--- config.mk ---
export PLATFORM = sky130hd
export DESIGN_NAME = motor_feedback_frame_receiver_core
export DESIGN_NICKNAME = d
export VERILOG_FILES = /design/src/sv/mfr_pkg.sv /design/src/sv/mfr_queue.sv /design/src/sv/mfr_front.sv /design/src/sv/mfr_back.sv /design/src/sv/motor_feedback_frame_receiver_core.sv
export SDC_FILE = /design/constraint.sdc
export NUM_CORES = 1
export LEC_CHECK = 0
export BUFFER_PORTS_ARGS = -buffer_cell sky130_fd_sc_hd__buf_2
export CAP_MARGIN = 40
export CORE_MARGIN = 4
export CORE_UTILIZATION = 40
export CTS_CLUSTER_DIAMETER = 50
export DETAILED_ROUTE_END_ITERATION = 8
export SETUP_SLACK_MARGIN = 0.02
export SLEW_MARGIN = 20
export SYNTH_ARGS = -nofsm -noshare
export SYNTH_HDL_FRONTEND = slang
export SYNTH_SLANG_ARGS = --single-unit
--- constraint.sdc ---
create_clock -name clk -period 4.84 [get_ports clk]
set_clock_uncertainty 0.05 [all_clocks]
set_input_delay 0.484 -clock clk [delete_from_list [all_inputs] [get_ports clk]]
set_output_delay 0.484 -clock clk [all_outputs]
set_load 0.1 [all_outputs]
--- src/sv/mfr_pkg.sv ---
package mfr_pkg;

  // bytes carried per motor in a feedback frame
  localparam int BYTES_PER_MOTOR = 5;

  // frame queue between front and back
  localparam int QDEPTH = 2;
  localparam int QPTR_W = 1;
  localparam int QCNT_W = 2;

  // widths of the packed stream payloads and of the per-motor byte counter
  localparam int IN_TDATA_W  = 8;
  localparam int OUT_TDATA_W = 48;
  localparam int SUB_W       = 3;

  // register byte addresses
  localparam logic REG_HEADER_BYTE = 1'b0;

  typedef enum logic [1:0] {
    B_IDLE,
    B_FETCH,
    B_EMIT
  } back_state_t;

  // one finished frame waiting for readout
  typedef struct packed {
    logic ok;
    logic bank;
  } q_entry_t;

  // back part hands a store bank back to the front
  typedef struct packed {
    logic valid;
    logic bank;
  } bank_release_t;

endpackage

--- src/sv/mfr_queue.sv ---
module mfr_queue (
  input  logic              clk,
  input  logic              rst,
  input  logic              push,
  input  mfr_pkg::q_entry_t push_entry,
  input  logic              pop,
  output mfr_pkg::q_entry_t head,
  output logic              full,
  output logic              empty
);

  mfr_pkg::q_entry_t                  entries [mfr_pkg::QDEPTH];
  logic [mfr_pkg::QPTR_W-1:0]         wr_ptr;
  logic [mfr_pkg::QPTR_W-1:0]         rd_ptr;
  logic [mfr_pkg::QCNT_W-1:0]         count;

  assign full  = (count == mfr_pkg::QCNT_W'(mfr_pkg::QDEPTH));
  assign empty = (count == '0);
  assign head  = entries[rd_ptr];

  // pointers and fill count
  always_ff @(posedge clk) begin
    if (rst) begin
      wr_ptr <= '0;
      rd_ptr <= '0;
      count  <= '0;
    end else begin
      if (push && !full) begin
        wr_ptr <= wr_ptr + 1'b1;
      end
      if (pop && !empty) begin
        rd_ptr <= rd_ptr + 1'b1;
      end
      if ((push && !full) && !(pop && !empty)) begin
        count <= count + 1'b1;
      end else if (!(push && !full) && (pop && !empty)) begin
        count <= count - 1'b1;
      end
    end
  end

  // entry storage
  always_ff @(posedge clk) begin
    if (push && !full) begin
      entries[wr_ptr] <= push_entry;
    end
  end

endmodule

--- src/sv/mfr_front.sv ---
module mfr_front #(
  parameter int MOTOR_COUNT = 14,
  localparam int PL = mfr_pkg::BYTES_PER_MOTOR * MOTOR_COUNT,
  localparam int AW = $clog2(2 * PL),
  localparam int PW = $clog2(PL + 2)
) (
  input  logic                     clk,
  input  logic                     rst,
  input  logic [7:0]               header_byte,
  input  logic                     in_valid,
  output logic                     in_ready,
  input  logic [7:0]               rx_byte,
  output logic                     wr_en,
  output logic [AW-1:0]            wr_addr,
  output logic [7:0]               wr_data,
  output logic                     q_push,
  output mfr_pkg::q_entry_t        q_entry,
  input  logic                     q_full,
  input  mfr_pkg::bank_release_t   release_bank
);

  logic [PW-1:0] byte_position;
  logic [7:0]    running_xor;
  logic          bank;
  logic [1:0]    busy;
  logic          in_payload;
  logic          at_check;
  logic          accept;
  logic          check_ok;
  logic [AW-1:0] bank_base;

  assign in_payload = (byte_position != '0) && (byte_position <= PW'(PL));
  assign at_check   = (byte_position == PW'(PL + 1));

  // hold off payload bytes while their bank still waits for readout, the check byte while the queue is full
  assign in_ready = !(in_payload && busy[bank]) && !(at_check && q_full);
  assign accept   = in_valid && in_ready;
  assign check_ok = (rx_byte == running_xor);

  // store write for payload bytes
  assign bank_base = bank ? AW'(PL) : '0;
  assign wr_en     = accept && in_payload;
  assign wr_addr   = bank_base + AW'(byte_position - PW'(1));
  assign wr_data   = rx_byte;

  // frame result to the queue on the check byte
  assign q_push        = accept && at_check;
  assign q_entry.ok    = check_ok;
  assign q_entry.bank  = bank;

  // frame position, running check, bank ownership
  always_ff @(posedge clk) begin
    if (rst) begin
      byte_position <= '0;
      running_xor   <= '0;
      bank          <= 1'b0;
      busy          <= '0;
    end else begin
      if (release_bank.valid) begin
        busy[release_bank.bank] <= 1'b0;
      end
      if (accept) begin
        if (byte_position == '0) begin
          if (rx_byte == header_byte) begin
            running_xor   <= rx_byte;
            byte_position <= PW'(1);
          end
        end else if (in_payload) begin
          running_xor   <= running_xor ^ rx_byte;
          byte_position <= byte_position + PW'(1);
        end else begin
          running_xor   <= '0;
          byte_position <= '0;
          if (check_ok) begin
            busy[bank] <= 1'b1;
            bank       <= ~bank;
          end
        end
      end
    end
  end

endmodule

--- src/sv/mfr_back.sv ---
module mfr_back #(
  parameter int MOTOR_COUNT = 14,
  localparam int PL = mfr_pkg::BYTES_PER_MOTOR * MOTOR_COUNT,
  localparam int AW = $clog2(2 * PL),
  localparam int MW = $clog2(MOTOR_COUNT + 1)
) (
  input  logic                     clk,
  input  logic                     rst,
  input  logic                     wr_en,
  input  logic [AW-1:0]            wr_addr,
  input  logic [7:0]               wr_data,
  input  mfr_pkg::q_entry_t        q_head,
  input  logic                     q_empty,
  output logic                     q_pop,
  output mfr_pkg::bank_release_t   release_bank,
  output logic                     out_valid,
  input  logic                     out_ready,
  output logic [3:0]               motor_slot,
  output logic [15:0]              position_code,
  output logic [11:0]              velocity_code,
  output logic [11:0]              torque_code,
  output logic                     frame_ok,
  output logic                     last_record
);

  mfr_pkg::back_state_t        state;
  mfr_pkg::back_state_t        state_next;
  logic [7:0]                  store [2 * PL];
  logic [7:0]                  rd_data;
  logic                        rd_en;
  logic [AW-1:0]               ptr;
  logic [mfr_pkg::SUB_W-1:0]   sub;
  logic [MW-1:0]               motor;
  logic [MW+3:0]               motor_ext;
  logic [7:0]                  sh [4];
  logic                        cur_ok;
  logic                        cur_bank;
  logic                        sub_done;
  logic                        out_take;

  assign sub_done  = (sub == mfr_pkg::SUB_W'(mfr_pkg::BYTES_PER_MOTOR));
  assign out_take  = out_valid && out_ready;
  assign motor_ext = {4'b0, motor};

  // payload store, both banks, one write and one registered read port
  always_ff @(posedge clk) begin
    if (wr_en) begin
      store[wr_addr] <= wr_data;
    end
    if (rd_en) begin
      rd_data <= store[ptr];
    end
  end

  // next state
  always_comb begin
    state_next = state;
    case (state)
      mfr_pkg::B_IDLE: begin
        if (!q_empty) begin
          state_next = q_head.ok ? mfr_pkg::B_FETCH : mfr_pkg::B_EMIT;
        end
      end
      mfr_pkg::B_FETCH: begin
        if (sub_done) begin
          state_next = mfr_pkg::B_EMIT;
        end
      end
      mfr_pkg::B_EMIT: begin
        if (out_take) begin
          state_next = last_record ? mfr_pkg::B_IDLE : mfr_pkg::B_FETCH;
        end
      end
      default: state_next = mfr_pkg::B_IDLE;
    endcase
  end

  // control outputs
  always_comb begin
    rd_en              = 1'b0;
    out_valid          = 1'b0;
    q_pop              = 1'b0;
    release_bank.valid = 1'b0;
    release_bank.bank  = cur_bank;
    case (state)
      mfr_pkg::B_IDLE: begin
      end
      mfr_pkg::B_FETCH: begin
        rd_en = !sub_done;
      end
      mfr_pkg::B_EMIT: begin
        out_valid = 1'b1;
        if (out_take && last_record) begin
          q_pop              = 1'b1;
          release_bank.valid = cur_ok;
        end
      end
      default: begin
      end
    endcase
  end

  always_ff @(posedge clk) begin
    if (rst) begin
      state <= mfr_pkg::B_IDLE;
    end else begin
      state <= state_next;
    end
  end

  // readout datapath: five byte reads per motor, then the record
  always_ff @(posedge clk) begin
    case (state)
      mfr_pkg::B_IDLE: begin
        if (!q_empty) begin
          cur_ok   <= q_head.ok;
          cur_bank <= q_head.bank;
          ptr      <= q_head.bank ? AW'(PL) : '0;
          sub      <= '0;
          motor    <= '0;
          if (!q_head.ok) begin
            motor_slot    <= '0;
            position_code <= '0;
            velocity_code <= '0;
            torque_code   <= '0;
            frame_ok      <= 1'b0;
            last_record   <= 1'b1;
          end
        end
      end
      mfr_pkg::B_FETCH: begin
        if (!sub_done) begin
          ptr <= ptr + AW'(1);
          sub <= sub + mfr_pkg::SUB_W'(1);
        end
        // shift in bytes 0..3 as they come back
        if (sub != '0 && !sub_done) begin
          sh[0] <= sh[1];
          sh[1] <= sh[2];
          sh[2] <= sh[3];
          sh[3] <= rd_data;
        end
        if (sub_done) begin
          motor_slot    <= motor_ext[3:0];
          position_code <= {sh[0], sh[1]};
          velocity_code <= {sh[2], sh[3][7:4]};
          torque_code   <= {sh[3][3:0], rd_data};
          frame_ok      <= 1'b1;
          last_record   <= (motor == MW'(MOTOR_COUNT - 1));
        end
      end
      mfr_pkg::B_EMIT: begin
        if (out_take && !last_record) begin
          motor <= motor + MW'(1);
          sub   <= '0;
        end
      end
      default: begin
      end
    endcase
  end

endmodule

--- src/sv/motor_feedback_frame_receiver_core.sv ---
// Motor feedback frame receiver. Serial bytes enter on the s_ stream, one per beat; while no
// frame is open, bytes other than the header_byte register value are dropped. A frame is the
// header, five bytes per motor and a check byte equal to the XOR of all bytes before it. A good
// frame yields one record per motor on the m_ stream (tlast on the final one); a bad one yields
// a single record with frame_ok low and tlast high. Input takes one byte per cycle while a frame
// is collected, unless stalled; the store holds two frames, so a payload byte stalls while the
// bank it would go to still waits for readout, and a check byte stalls while two finished frames
// already wait in the frame queue. Readout runs through the single read port of the store: after
// the frame is picked up from the queue, each motor record takes five byte reads, an assemble
// step and an output beat, and the output beat waits while the output is stalled; an error
// record needs no store reads. The store needs no clearing after reset.
module motor_feedback_frame_receiver_core #(
  parameter int MOTOR_COUNT = 14
) (
  input  logic        clk,
  input  logic        rst,
  // input stream
  input  logic        s_tvalid,
  output logic        s_tready,
  input  logic [7:0]  s_tdata,   // [7:0] rx_byte
  // output stream
  output logic        m_tvalid,
  input  logic        m_tready,
  output logic [47:0] m_tdata,   // [3:0] motor_slot, [19:4] position_code,
                                 // [31:20] velocity_code, [43:32] torque_code, [47:44] zero
  output logic        m_tuser,   // [0] frame_ok
  output logic        m_tlast,   // last_record
  // configuration
  input  logic        psel,
  input  logic        penable,
  input  logic        pwrite,
  input  logic [2:0]  paddr,
  input  logic [31:0] pwdata,
  output logic [31:0] prdata,
  output logic        pready
);

  localparam int PL = mfr_pkg::BYTES_PER_MOTOR * MOTOR_COUNT;
  localparam int AW = $clog2(2 * PL);

  logic [7:0]             header_byte;
  logic                   wr_en;
  logic [AW-1:0]          wr_addr;
  logic [7:0]             wr_data;
  logic                   q_push;
  logic                   q_pop;
  logic                   q_full;
  logic                   q_empty;
  mfr_pkg::q_entry_t      q_entry;
  mfr_pkg::q_entry_t      q_head;
  mfr_pkg::bank_release_t release_bank;
  logic [3:0]             motor_slot;
  logic [15:0]            position_code;
  logic [11:0]            velocity_code;
  logic [11:0]            torque_code;

  // configuration register
  assign pready = 1'b1;
  assign prdata = (paddr[2] == mfr_pkg::REG_HEADER_BYTE) ? {24'b0, header_byte} : '0;

  always_ff @(posedge clk) begin
    if (rst) begin
      header_byte <= '0;
    end else if (psel && penable && pwrite && pready &&
                 paddr[2] == mfr_pkg::REG_HEADER_BYTE) begin
      header_byte <= pwdata[7:0];
    end
  end

  mfr_front #(
    .MOTOR_COUNT (MOTOR_COUNT)
  ) u_front (
    .clk          (clk),
    .rst          (rst),
    .header_byte  (header_byte),
    .in_valid     (s_tvalid),
    .in_ready     (s_tready),
    .rx_byte      (s_tdata),
    .wr_en        (wr_en),
    .wr_addr      (wr_addr),
    .wr_data      (wr_data),
    .q_push       (q_push),
    .q_entry      (q_entry),
    .q_full       (q_full),
    .release_bank (release_bank)
  );

  mfr_queue u_queue (
    .clk        (clk),
    .rst        (rst),
    .push       (q_push),
    .push_entry (q_entry),
    .pop        (q_pop),
    .head       (q_head),
    .full       (q_full),
    .empty      (q_empty)
  );

  mfr_back #(
    .MOTOR_COUNT (MOTOR_COUNT)
  ) u_back (
    .clk           (clk),
    .rst           (rst),
    .wr_en         (wr_en),
    .wr_addr       (wr_addr),
    .wr_data       (wr_data),
    .q_head        (q_head),
    .q_empty       (q_empty),
    .q_pop         (q_pop),
    .release_bank  (release_bank),
    .out_valid     (m_tvalid),
    .out_ready     (m_tready),
    .motor_slot    (motor_slot),
    .position_code (position_code),
    .velocity_code (velocity_code),
    .torque_code   (torque_code),
    .frame_ok      (m_tuser),
    .last_record   (m_tlast)
  );

  // pack the record beat
  assign m_tdata = {4'b0, torque_code, velocity_code, position_code, motor_slot};

endmodule

==> report_table.html <==
<table>
<tr><th>Metric</th><th>Value</th></tr>
<tr><th colspan="2">Pwr</th></tr>
<tr><td>Static leakage</td><td>19.05 nW</td></tr>
<tr><td>Internal portion of total power</td><td>18.05 mW</td></tr>
<tr><td>Net Switching</td><td>4.580 mW</td></tr>
<tr><td>Switching share of power</td><td>0.2024</td></tr>
<tr><td>Worst vdd ir</td><td>280.7 uV</td></tr>
<tr><td>Clock network fraction of total power</td><td>0.456</td></tr>
<tr><td>Share of total power in sequential cells</td><td>0.528</td></tr>
<tr><td>Gate power share</td><td>0.016</td></tr>
<tr><td>Total power divided by cell area</td><td>389.9 mW/mm^2</td></tr>
<tr><th colspan="2">Timing</th></tr>
<tr><td>Minimum clock period after layout</td><td>4.381 ns</td></tr>
<tr><td>Tightest slew margin relative to the limit</td><td>0.3527</td></tr>
<tr><td>Aggregate negative setup slack</td><td>0 ns</td></tr>
<tr><td>Crit share post-route</td><td>0.9052</td></tr>
<tr><td>Post-route setup slack</td><td>0.4589 ns</td></tr>
<tr><td>Transition at the pin with the smallest max-transition slack</td><td>0.9588 ns</td></tr>
<tr><td>Final setup viols</td><td>0</td></tr>
<tr><td>Count of endpoints failing hold in the final timing report</td><td>0</td></tr>
<tr><td>Unrepaired setup endpoints after global routing</td><td>false</td></tr>
<tr><td>Peak Freq</td><td>228.3 MHz</td></tr>
<tr><td>Worst hold-check slack</td><td>0.05301 ns</td></tr>
<tr><td>Max-slew violation count</td><td>0</td></tr>
<tr><th colspan="2">Drt</th></tr>
<tr><td>Ratio of routed vias to standard cells</td><td>5.523</td></tr>
<tr><td>Count of routing violations after the opening detailed-route iteration</td><td>2,720</td></tr>
<tr><td>Number of detailed-route iterations in the first pass</td><td>5</td></tr>
<tr><td>Wire length per cell after detailed routing</td><td>25.50 um</td></tr>
<tr><td>DR DRC count</td><td>0</td></tr>
<tr><td>Count of nets left with antenna violations after detail routing</td><td>0</td></tr>
<tr><td>Vias post-DR</td><td>26.15k</td></tr>
<tr><td>Detailed Route WL</td><td>120,700 um</td></tr>
<tr><th colspan="2">Clock tree</th></tr>
<tr><td>Largest buffer count on any clock path</td><td>3</td></tr>
<tr><td>Clock latency of the later-clocked register in the worst-skew pair</td><td>0.73 ns</td></tr>
<tr><td>Setup Fix Bufs, Post-CTS</td><td>0</td></tr>
<tr><td>H-Tree Depth</td><td>4</td></tr>
<tr><td>CTS root buffer</td><td>clkbuf_16</td></tr>
<tr><td>Num CTS Buffers</td><td>137</td></tr>
<tr><td>CTS tree</td><td>done</td></tr>
<tr><td>Clock-pin slew of the registers on the worst-case setup and hold paths</td><td>0.06 ns</td></tr>
<tr><td>Clock sink total</td><td>1,260</td></tr>
<tr><th colspan="2">Hold path</th></tr>
<tr><td>Worst Hold Path Cells</td><td>4</td></tr>
<tr><td>Min-Delay Startpoint</td><td>m_tready</td></tr>
<tr><td>Hold Path End</td><td>u_back.state[1]</td></tr>
<tr><td>Worst min path class</td><td>in2reg</td></tr>
<tr><th colspan="2">Placement</th></tr>
<tr><td>Pre-CTS worst setup slack</td><td>0.5526 ns</td></tr>
<tr><td>Placer congestion estimate</td><td>0.8683</td></tr>
<tr><td>HPWL reported at the end of detailed placement</td><td>76,740 um</td></tr>
<tr><td># port buffers</td><td>79</td></tr>
<tr><th colspan="2">Worst setup path</th></tr>
<tr><td>Highest cell delay on the worst timing path</td><td>0.56 ns</td></tr>
<tr><td>Max stage delay cell, worst path</td><td>nor2_1</td></tr>
<tr><td>Register-to-register setup slack</td><td>0.46 ns</td></tr>
<tr><td>CP Buf/Inv Count</td><td>2</td></tr>
<tr><td>Kind of capture point of the worst setup path</td><td>flip-flop</td></tr>
<tr><td>Worst R2R Path Depth</td><td>11</td></tr>
<tr><td>Cell-by-cell listing of the critical path</td><td>inv_1, ha_1, nor2_2, fa_1, a21oi_1, o21bai_1, a221o_2, a211oi_2, or4b_1, buf_4, nor2_1</td></tr>
<tr><td>Worst R2R Start</td><td>u_front.bank</td></tr>
<tr><td>Category of cells accounting for the largest share of critical-path delay</td><td>simple AND/OR/NAND/NOR gates</td></tr>
<tr><td>Setup CP Type</td><td>reg2reg</td></tr>
<tr><td>Reg2reg end</td><td>u_back.store[86][1]</td></tr>
<tr><td>Crit path arrival time</td><td>4.69 ns</td></tr>
<tr><td>Startpoint class of the critical path</td><td>flip-flop</td></tr>
<tr><td>Required time worst endpoint</td><td>5.15 ns</td></tr>
<tr><td>Top fanout value on the critical path</td><td>16</td></tr>
<tr><th colspan="2">Logic synthesis</th></tr>
<tr><td>Async set-or-reset flop fraction in the synthesized netlist</td><td>0</td></tr>
<tr><td>Library cell occupying the most area in the post-synthesis netlist</td><td>edfxtp_1</td></tr>
<tr><td>Cells after Synth</td><td>2,740</td></tr>
<tr><td>Register bit total from synthesis</td><td>1,260</td></tr>
<tr><td>Synth unique cells</td><td>69</td></tr>
<tr><td>Area fraction of the dominant cell type after synthesis</td><td>0.7319</td></tr>
<tr><td>Number of warnings reported in the yosys synthesis log</td><td>0</td></tr>
<tr><td>Netlist Area Pre-Place</td><td>0.05034 mm^2</td></tr>
<tr><td>Seq/Total Area, Yosys</td><td>0.7451</td></tr>
<tr><td>Cell types occupying the most area after synthesis</td><td>edfxtp_1 (73%), mux4_2 (9.3%), mux2i_1 (4.2%)</td></tr>
<tr><td>Count of flip-flops with a built-in enable after synthesis</td><td>1,227</td></tr>
<tr><td>Mean Syn Cell Area</td><td>18.37 um^2</td></tr>
<tr><td>Synth Flop Type</td><td>edfxtp_1</td></tr>
<tr><th colspan="2">Final layout</th></tr>
<tr><td>Syn-to-layout area delta</td><td>15.26%</td></tr>
<tr><td>Share of final-layout standard cells stronger than drive strength 1</td><td>0.2244</td></tr>
<tr><td>Sequential Area</td><td>0.03751 mm^2</td></tr>
<tr><td>Most frequent standard cell in the layout excluding fill and tap cells</td><td>edfxtp_1</td></tr>
<tr><td>Multi-input gate area in the final layout</td><td>0.01191 mm^2</td></tr>
<tr><td>Final-layout fill cell count</td><td>10.38k</td></tr>
<tr><td>Commonest cells after routing, fill and taps aside</td><td>edfxtp_1 (1,227), mux2i_1 (211), nor2_1 (211)</td></tr>
<tr><td>NumNets Final</td><td>3,067</td></tr>
<tr><td>Core Util, Final</td><td>0.4669</td></tr>
<tr><th colspan="2">Global route</th></tr>
<tr><td>Global router's overall resource usage</td><td>0.1832</td></tr>
<tr><td>Antenna violations before repair</td><td>7</td></tr>
<tr><td>Met3 layer usage reported by global route</td><td>0.03866</td></tr>
<tr><td>Met1 track utilization from global routing</td><td>0.2476</td></tr>
<tr><td>Gr busiest metal</td><td>met2</td></tr>
<tr><td>Met2 global-route usage</td><td>0.2985</td></tr>
<tr><td>Largest net degree at the start of global routing</td><td>133</td></tr>
<tr><td>Grt total ovfl</td><td>0</td></tr>
<tr><td>Wire length of the first global-routing pass</td><td>178,200 um</td></tr>
<tr><td>Number of global-route vias before repair</td><td>26.57k</td></tr>
<tr><th colspan="2">Status</th></tr>
<tr><td>Result of the run</td><td>finished clean</td></tr>
<tr><th colspan="2">Die</th></tr>
<tr><td>Total core area</td><td>0.1243 mm^2</td></tr>
<tr><td>Total I/O pin count</td><td>135</td></tr>
<tr><td>Number of cell rows</td><td>129</td></tr>
<tr><td>Initial cell density of the core</td><td>0.4050</td></tr>
<tr><td>Horizontal die dimension</td><td>362.8 um</td></tr>
<tr><td>Die boundary height</td><td>362.8 um</td></tr>
<tr><td>Die outline area</td><td>0.1316 mm^2</td></tr>
<tr><th colspan="2">Run</th></tr>
<tr><td>Maximum capacitance violations</td><td>0</td></tr>
</table>
## layout make-up
type                            count  area share
Antenna cell                        1  0.00004313
Clock buffer                      165     0.06144
Clock inverter                     78     0.01550
Inverter                           27    0.001747
Multi-Input combinational cell   1303      0.2052
Sequential cell                  1260      0.6464
Tap cell                         1637     0.03530
Timing Repair Buffer              264     0.03435
## worst min-delay path: cells and delay by family
kind	cells	cell delay, ns
simple gates	3	0.19
buf+inv	1	0.12
## how the worst max path moves through the flow
stage,startpoint,endpoint,depth (start not counted)
2_1_floorplan,u_front.bank,u_back.store[80][0],11
3_3_place_gp,u_front.bank,u_back.store[86][0],11
3_5_place_dp,u_front.bank,u_back.store[86][0],11
6_report,u_front.bank,u_back.store[86][1],11
5_1_grt,u_front.bank,u_back.store[86][1],11
4_1_cts,u_front.bank,u_back.store[86][1],11
## layer usage
metal,wire (um),share of wire
met1,50390,0.42
met2,58120,0.48
met3,8570,0.071
met4,3634,0.030
met5,32,0.00027
## registers in the layout, indices dropped and copies added (netlist names), 3 cells and up, named ones only
name and count:
u_back.position_code 16, u_back.ptr 8, u_back.rd_data 8, u_back.motor 4, u_back.motor_slot 4, u_back.sub 3
u_back.velocity_code 12, u_front.running_xor 8, u_front.byte_position 7, u_back.torque_code 12, header_byte 8, u_back.sh 32
u_queue.entries 4, u_back.store 1120
## logic make-up after synthesis
family                     count (synthesis)  synth area share
AOI/OAI and AO/OA                        274           0.03465
xor gates and xnor gates                  33          0.005741
adders and majority gates                 24          0.006114
buffers and inverters                    204           0.02105
DFF                                     1260            0.7451
muxes                                    421            0.1355
other                                      2         0.0001492
and+or+nand+nor                          522           0.05177
## per-stage QoR
| step | cells | power [mW] | instance area [um^2] |
|---|---|---|---|
| finish | 4735 | 22.63 | 58020 |
| global route | 4734 | 23.34 | 58020 |
| CTS | 4725 | 22.83 | 57940 |
| detailed placement | 4474 | 12.53 | 53400 |
| global placement | 4467 | 12.51 | 53300 |
| floorplan | 2767 | 12.32 | 50440 |
## power groups by stage
stage | Sequential, mW | Clock, mW | Combinational (mW)
finish | 11.9 | 10.3 | 0.351
global route | 11.9 | 11.0 | 0.373
CTS | 11.9 | 10.5 | 0.355
detailed placement | 12.2 | 0 | 0.350
global placement | 12.2 | 0 | 0.333
floorplan | 12.2 | 0 | 0.142
## cells in the mapped netlist, drive strengths merged (5+ instances only)
cell type  instances
o311ai            10
o31ai             12
nand2             64
or4                9
inv               27
or2                5
o41ai              8
mux4             208
nor4              14
nor2b             36
xnor2             11
and2              56
buf               99
or3                5
o21ai             36
a31oi              9
edfxtp          1227
o22ai             64
and3               8
nand4              5
a21oi             74
clkbuf            78
xor2              22
dfxtp             33
nand4b             5
a211oi            28
nor2             223
nand2b            15
a22oi             16
mux2i            211
nor3              46
ha                23
nand3             23
## timing repair
action / in CTS / in global routing
gates resized for setup: 0 / 0
hold endpoints to repair: 8 / 0
hold buffers: 8 / 0
(Power assumes the default switching activity.)
